==> src/hdl/ieqrc_pkg.sv <==
// Shared types, constants and pointer helpers for the input event queue.
// Used by the controller, the datapath and the top level.
package ieqrc_pkg;

    localparam int QUEUE_DEPTH = 64;
    localparam int PTR_W       = $clog2(QUEUE_DEPTH);

    localparam logic [15:0] EV_SYN       = 16'd0;
    localparam logic [15:0] CODE_REPORT  = 16'd0;
    localparam logic [15:0] CODE_DROPPED = 16'd3;

    typedef logic [PTR_W-1:0] t_ptr;

    typedef enum logic [1:0] {
        MODE_PUSH = 2'd0,
        MODE_POP  = 2'd1,
        MODE_FILT = 2'd2,
        MODE_NOP  = 2'd3
    } t_mode;

    typedef enum logic [3:0] {
        OP_NOP       = 4'd0,
        OP_DROP      = 4'd1,
        OP_PUSH      = 4'd2,
        OP_STAMP_WR  = 4'd3,
        OP_STAMP_END = 4'd4,
        OP_POP_RD    = 4'd5,
        OP_POP_CAP   = 4'd6,
        OP_FINIT     = 4'd7,
        OP_FILT_RD   = 4'd8,
        OP_FILT_WR   = 4'd9,
        OP_FEND      = 4'd10,
        OP_RES_LOAD  = 4'd11
    } t_op;

    typedef struct packed {
        logic in_ready;
        t_op  op;
    } t_cmd;

    typedef struct packed {
        logic  in_valid;
        t_mode mode;
        logic  full;
        logic  is_report;
        logic  walk_done;
        logic  empty;
        logic  scan_done;
        logic  out_free;
    } t_sts;

    function automatic t_ptr ptr_inc(input t_ptr p);
        if (p == t_ptr'(QUEUE_DEPTH - 1)) begin
            return '0;
        end
        return p + t_ptr'(1);
    endfunction

    function automatic t_ptr ptr_dec(input t_ptr p);
        if (p == '0) begin
            return t_ptr'(QUEUE_DEPTH - 1);
        end
        return p - t_ptr'(1);
    endfunction

endpackage

==> src/hdl/ieqrc_ctrl.sv <==
// Sequencer of the event queue: one-hot state machine issuing datapath commands.
// Depends on ieqrc_pkg.
module ieqrc_ctrl (
    input  logic            i_clk,
    input  logic            i_rst_n,
    input  ieqrc_pkg::t_sts i_sts,
    output ieqrc_pkg::t_cmd o_cmd
);
    import ieqrc_pkg::*;

    typedef enum logic [12:0] {
        S_IDLE    = 13'b0000000000001,
        S_DISP    = 13'b0000000000010,
        S_DROP    = 13'b0000000000100,
        S_PUSH    = 13'b0000000001000,
        S_STAMP   = 13'b0000000010000,
        S_POP_RD  = 13'b0000000100000,
        S_POP_CAP = 13'b0000001000000,
        S_FINIT   = 13'b0000010000000,
        S_FCHK    = 13'b0000100000000,
        S_FRD     = 13'b0001000000000,
        S_FWR     = 13'b0010000000000,
        S_FEND    = 13'b0100000000000,
        S_DONE    = 13'b1000000000000
    } t_state;

    t_state r_state;
    t_state n_state;

    always_ff @(posedge i_clk) begin
        if (!i_rst_n) begin
            r_state <= S_IDLE;
        end else begin
            r_state <= n_state;
        end
    end

    always_comb begin
        n_state         = r_state;
        o_cmd.in_ready  = 1'b0;
        o_cmd.op        = OP_NOP;
        case (r_state)
            S_IDLE: begin
                o_cmd.in_ready = 1'b1;
                if (i_sts.in_valid) begin
                    n_state = S_DISP;
                end
            end
            S_DISP: begin
                case (i_sts.mode)
                    MODE_PUSH: n_state = i_sts.full ? S_DROP : S_PUSH;
                    MODE_POP:  n_state = i_sts.empty ? S_DONE : S_POP_RD;
                    MODE_FILT: n_state = S_FINIT;
                    default:   n_state = S_DONE;
                endcase
            end
            S_DROP: begin
                o_cmd.op = OP_DROP;
                n_state  = S_PUSH;
            end
            S_PUSH: begin
                o_cmd.op = OP_PUSH;
                n_state  = i_sts.is_report ? S_STAMP : S_DONE;
            end
            S_STAMP: begin
                // Walk from the commit point up to the new tail, then commit.
                if (i_sts.walk_done) begin
                    o_cmd.op = OP_STAMP_END;
                    n_state  = S_DONE;
                end else begin
                    o_cmd.op = OP_STAMP_WR;
                end
            end
            S_POP_RD: begin
                o_cmd.op = OP_POP_RD;
                n_state  = S_POP_CAP;
            end
            S_POP_CAP: begin
                o_cmd.op = OP_POP_CAP;
                n_state  = S_DONE;
            end
            S_FINIT: begin
                o_cmd.op = OP_FINIT;
                n_state  = S_FCHK;
            end
            S_FCHK: begin
                n_state = i_sts.scan_done ? S_FEND : S_FRD;
            end
            S_FRD: begin
                o_cmd.op = OP_FILT_RD;
                n_state  = S_FWR;
            end
            S_FWR: begin
                o_cmd.op = OP_FILT_WR;
                n_state  = S_FCHK;
            end
            S_FEND: begin
                o_cmd.op = OP_FEND;
                n_state  = S_DONE;
            end
            S_DONE: begin
                if (i_sts.out_free) begin
                    o_cmd.op = OP_RES_LOAD;
                    n_state  = S_IDLE;
                end
            end
            default: begin
                n_state = S_IDLE;
            end
        endcase
    end

endmodule

==> config.mk <==
export PLATFORM = sky130hd
export DESIGN_NAME = ieqrc_ctrl
export DESIGN_NICKNAME = d
export VERILOG_FILES = /design/src/hdl/ieqrc_pkg.sv /design/src/hdl/ieqrc_ctrl.sv
export SDC_FILE = /design/constraint.sdc
export NUM_CORES = 1
export LEC_CHECK = 0
export ABC_AREA = 1
export BUFFER_PORTS_ARGS = -buffer_cell sky130_fd_sc_hd__buf_2
export CAP_MARGIN = 20
export CORE_MARGIN = 3
export CORE_UTILIZATION = 40
export DETAILED_ROUTE_END_ITERATION = 12
export GPL_TIMING_DRIVEN = 0
export PLACE_DENSITY = 0.61
export SYNTH_ARGS = -nofsm -noshare
export SYNTH_HDL_FRONTEND = slang
export SYNTH_SLANG_ARGS = --single-unit
export TNS_END_PERCENT = 20
==> constraint.sdc <==
create_clock -name i_clk -period 1.67 [get_ports i_clk]
set_input_delay 0.501 -clock i_clk [delete_from_list [all_inputs] [get_ports i_clk]]
set_output_delay 0.501 -clock i_clk [all_outputs]
set_load 0.005 [all_outputs]
======== Word-level counts from Yosys, hierarchy flattened ========
Index checks and enable logic that the tools add are counted.
cells by class
  muxes and demuxes ....................... 13
  equality and inequality tests ........... 18
  reduce and logical (&&, ||, !) cells .... 4
operator list
  cell                  number
  $pmux 13 s11          1
  $mux 13               5
  $pmux 4 s10           1
  $pmux 13 s3           1
  $eq 13x1->1 const B   1
  $eq 13x10->1 const B  1
  $eq 13x11->1 const B  1
  $eq 13x12->1 const B  1
  $eq 13x13->1 const B  1
  $eq 13x2->1 const B   1
  $eq 13x3->1 const B   1
  $eq 13x4->1 const B   1
  $eq 13x5->1 const B   1
  $eq 13x6->1 const B   1
  $eq 13x7->1 const B   1
  $eq 13x8->1 const B   1
  $eq 13x9->1 const B   1
  $mux 12               1
  $mux 4                2
  $ne 2x2->1 const B    3
  $reduce_or 2->1       2
  $mux 3                1
  $reduce_and 3->1      1
  $eq 2x1->1 const B    1
  other kinds (3)       3
word-level totals
  flip-flop bits (word level) ............. 13
  output and inout port bits .............. 5
  input bits .............................. 11
  word-level logic and storage cells ...... 36

======== Depth between registers and ports, before layout ========
  word-level depth ........................ 3
  mapped depth ............................ 11
  depth with buffers taken out ............ 11

======== Worst setup path after synthesis ========
No wires, ideal clock.
  kind .................................... flip-flop to output port
  from .................................... register r_state[8]
  to ...................................... output port o_cmd[2] in the netlist's numbering
  data required time ...................... 1.169 ns
  slack ................................... 0.091 ns
  data arrival time ....................... 1.078 ns
  stages on the path, launching flop included .. 8
  path buffers ............................ 1
  cell sequence ........................... dfxtp_1 -> nor2_1 -> nand3_1 -> inv_2 -> buf_6 -> nand4_1 -> and2_1 -> o211ai_1
RTL lines
  what                    line              RTL
  from (decl)             ieqrc_ctrl.sv:27  t_state r_state;
  from (signal assigned)  ieqrc_ctrl.sv:34  r_state <= n_state;
  to (decl)               ieqrc_ctrl.sv:7   output ieqrc_pkg::t_cmd o_cmd

==> summary.md <==
| Metric | Value |
|---|---|
| Initial antenna violation count | `0` |
| Worst slew pin tran | `0.509 ns` |
| Clock period minus final worst setup slack | `1.99 ns` |
| Vert. Die Dim | `54.1 µm` |
| Setup violations, final | `5` |
| P_int | `0.723 mW` |
| Fin. Hold Viols | `0` |
| Detailed Routing Iterations Pass 1 | `4` |
| Fin nets | `175` |
| GRT overflow | `0` |
| Fmax | `503 MHz` |
| CP startpoint kind | `flop` |
| Worst rel slew slack | `0.661` |
| Slowest stage cell, crit path | `dfxtp_1` |
| Register area share after synthesis | `0.281` |
| Mean post-synth cell area | `6.75 µm²` |
| Failing checks | `setup timing` |
| Clock power frac | `0.151` |
| Largest regs | `r_state (13)` |
| P&R area growth vs syn | `26.5%` |
| HPWL Detailed | `1720 µm` |
| Setup slack after layout | `-0.318 ns` |
| Power, Total | `1.27 mW` |
| Worst setup endpoint | `o_cmd[1]` |
| CTS tree | `yes` |
| Max-cap viol count | `0` |
| Sw frac | `0.433` |
| Yosys warns | `0` |
| Die width | `54.1 µm` |
| Slew Viols, Final | `0` |
| Fillers | `204` |
| HP Class | `in -> reg` |
| Ys async rst share | `0` |
| Placed cells | `179` |
| Drt via density | `4.92` |
| First-pass GRT wire length | `3700 µm` |
| Crit path DAT | `1.49 ns` |
| Max FFs per register | `13` |
| Delay-heaviest family, CP | `simple AND/OR/NAND/NOR gates` |
| GPL Wtd Cong | `0.801` |
| Setup crit start | `r_state[5]$_SDFFE_PN0P_` |
| GRT Resource Usage Total | `0.179` |
| Vias | `935` |
| Total CTS buffers | `3` |
| Worst path bufs/invs | `2` |
| Synthesized area | `925 µm²` |
| Synth top area share | `0.281` |
| Number of global-route vias before repair | `854` |
| Reg with most FFs | `r_state` |
| Die area | `2920 µm²` |
| Met2 wire length | `1030 µm` |
| Met1 wire length | `1060 µm` |
| Row Count | `16` |
| Drt drc | `0` |
| Io pins | `16` |
| Met3 Wirelength | `117 µm` |
| VDD IR-drop max | `667 µV` |
| Critical path depth | `8` |
| PwrDens | `1090 nW/µm²` |
| Clk slew on worst S/H paths | `0.08 ns` |
| Port Buf Inserts | `15` |
| Leak Pwr | `0.620 nW` |
| Unrepaired setup endpoints after global routing | `yes` |
| Leading area contributor after synthesis | `dfxtp_1` |
| CTS root buf | `clkbuf_4` |
| Top post-synthesis cells by area | `dfxtp_1 (28%), nand2_1 (9.7%), inv_1 (7.3%)` |
| Req. time, crit path | `1.17 ns` |
| Dominant synthesized flop cell | `dfxtp_1` |
| Top sig layer | `met4` |
| Hold_buf cts | `0` |
| Worst stage delay on the critical path | `0.35 ns` |
| Core area | `2080 µm²` |
| H-tree Lvls | `1` |
| Cell with the most instances after synthesis | `nand2_1` |
| Drt wl/cell | `11.9 µm` |
| DRT iter0 DRCs | `21` |
| Register share of total power | `0.302` |
| Synth top cells by count | `nand2_1 (24), inv_1 (18), nor2_1 (18), dfxtp_1 (13), nand3_1 (13)` |
| Post-DRT Antenna Nets | `0` |
| Critical-path maximum fanout | `5` |
| Crit path capture type | `primary output` |
| R2R cell count | `11` |
| Switching Power | `0.552 mW` |
| RR Startpoint | `r_state[12]$_SDFFE_PN0P_` |
| # diodes | `0` |
| Syn_nets | `148` |
| Critical setup path kind | `reg -> out` |
| RR Endpoint | `r_state[0]$_SDFFE_PN1P_` |
| Cell count after synthesis | `137` |
| Synth Register Bits | `13` |
| Dpl ws | `-0.166 ns` |
| Skew-Pair Late Insertion Delay | `0.28 ns` |
| Pin count of the biggest net entering global routing | `11` |
| Clock skew | `0.00503 ns` |
| Fraction of layout cells with a size suffix above 1 | `0.405` |
| Final period utilization | `1.19` |
| Max Root-Sink Buffers | `2` |
| Initial Utilization | `0.444` |
| Post-synth EDFFs | `0` |
| Outcome | `finished with violations` |
| R2R Setup Slk | `0.18 ns` |
| Clock sink count | `13` |
| Combinational Power Share | `0.547` |
| Crit-path cells | `nor2_4 -> nand2_4 -> nor2_8 -> nand3_1 -> nand2_1 -> inv_1 -> nand4_1 -> buf_2` |
| Detailed Route WL | `2260 µm` |
| Final std cells w/o fill | `190` |
| Synth cell types | `30` |
==> worst min path at each step <==
stage | cells after the start | startpoint | to
finish | 2 | i_sts[1] | r_state[9]$_SDFFE_PN0P_
global route | 2 | i_sts[1] | r_state[9]$_SDFFE_PN0P_
floorplan | 3 | r_state[12]$_SDFFE_PN0P_ | r_state[9]$_SDFFE_PN0P_
detailed placement | 4 | r_state[8]$_SDFFE_PN0P_ | r_state[9]$_SDFFE_PN0P_
global placement | 3 | r_state[12]$_SDFFE_PN0P_ | r_state[9]$_SDFFE_PN0P_
CTS | 2 | i_sts[1] | r_state[9]$_SDFFE_PN0P_
==> placed cells by master, fill, tap and decap left out, types with 3 or more instances in the layout <==
cell	instances
nor2_4	7
nand2_4	3
nand2_2	5
buf_4	7
inv_2	4
dfxtp_2	6
nand3_1	12
dfxtp_1	7
inv_1	17
nor2_1	15
nand4_1	4
nand2_1	24
nor3_1	6
nor2_2	5
buf_2	15
clkbuf_4	3
==> layout make-up <==
class	instances	area, µm²	area share
Tap cell	27	33.8	0.0289
Buffer	2	15.0	0.0128
Inverter	22	82.6	0.0706
Timing Repair Buffer	22	128	0.109
Sequential cell	13	268	0.229
Clock buffer	4	26.3	0.0225
Multi-Input combinational cell	100	617	0.527
==> cells by family (layout without fill, tap and decap cells) <==
kind of cell	count (synthesis)	in the layout	share of synthesized area
AOI/OAI and AO/OA	5	5	0.0298
buffers and inverters	24	50	0.106
DFF	13	13	0.281
and+or+nand+nor	95	95	0.583
==> power groups by stage <==
stage          clock network [mW]  registers [mW]  logic, mW
2_1_floorplan                   0           0.371      0.466
3_3_place_gp                    0           0.374      0.583
3_5_place_dp                    0           0.376      0.590
4_1_cts                     0.199           0.379      0.651
5_1_grt                     0.212           0.389      0.769
6_report                    0.192           0.385      0.696
==> what timing repair did <==
item / 4_1_cts / 5_1_grt
setup endpoints to repair: 5 / 5
setup buffers: 5 / 2
resized for setup: 12 / 7
pin swaps: 4 / 4
==> routing by layer <==
metal | up-vias | global-route usage
met4 | 0 | 0.108
met5 | - | 0
met3 | 5 | 0.0222
met1 | 408 | 0.226
met2 | 26 | 0.288
li1 | 496 | -
==> stage by stage <==
stage / TNS (ns) / cell area, µm² / utilization / hold slack [ns]
final: -1.36 / 1170 / 0.562 / 0.380
after floorplan: 0 / 925 / - / 0.546
after CTS: -1.42 / 1140 / 0.547 / 0.374
after global routing: -1.86 / 1170 / 0.562 / 0.375
after detailed placement: -0.489 / 1030 / 0.496 / 0.612
after global placement: -0.416 / 1030 / 0.496 / 0.607
(Power assumes the default switching activity.)
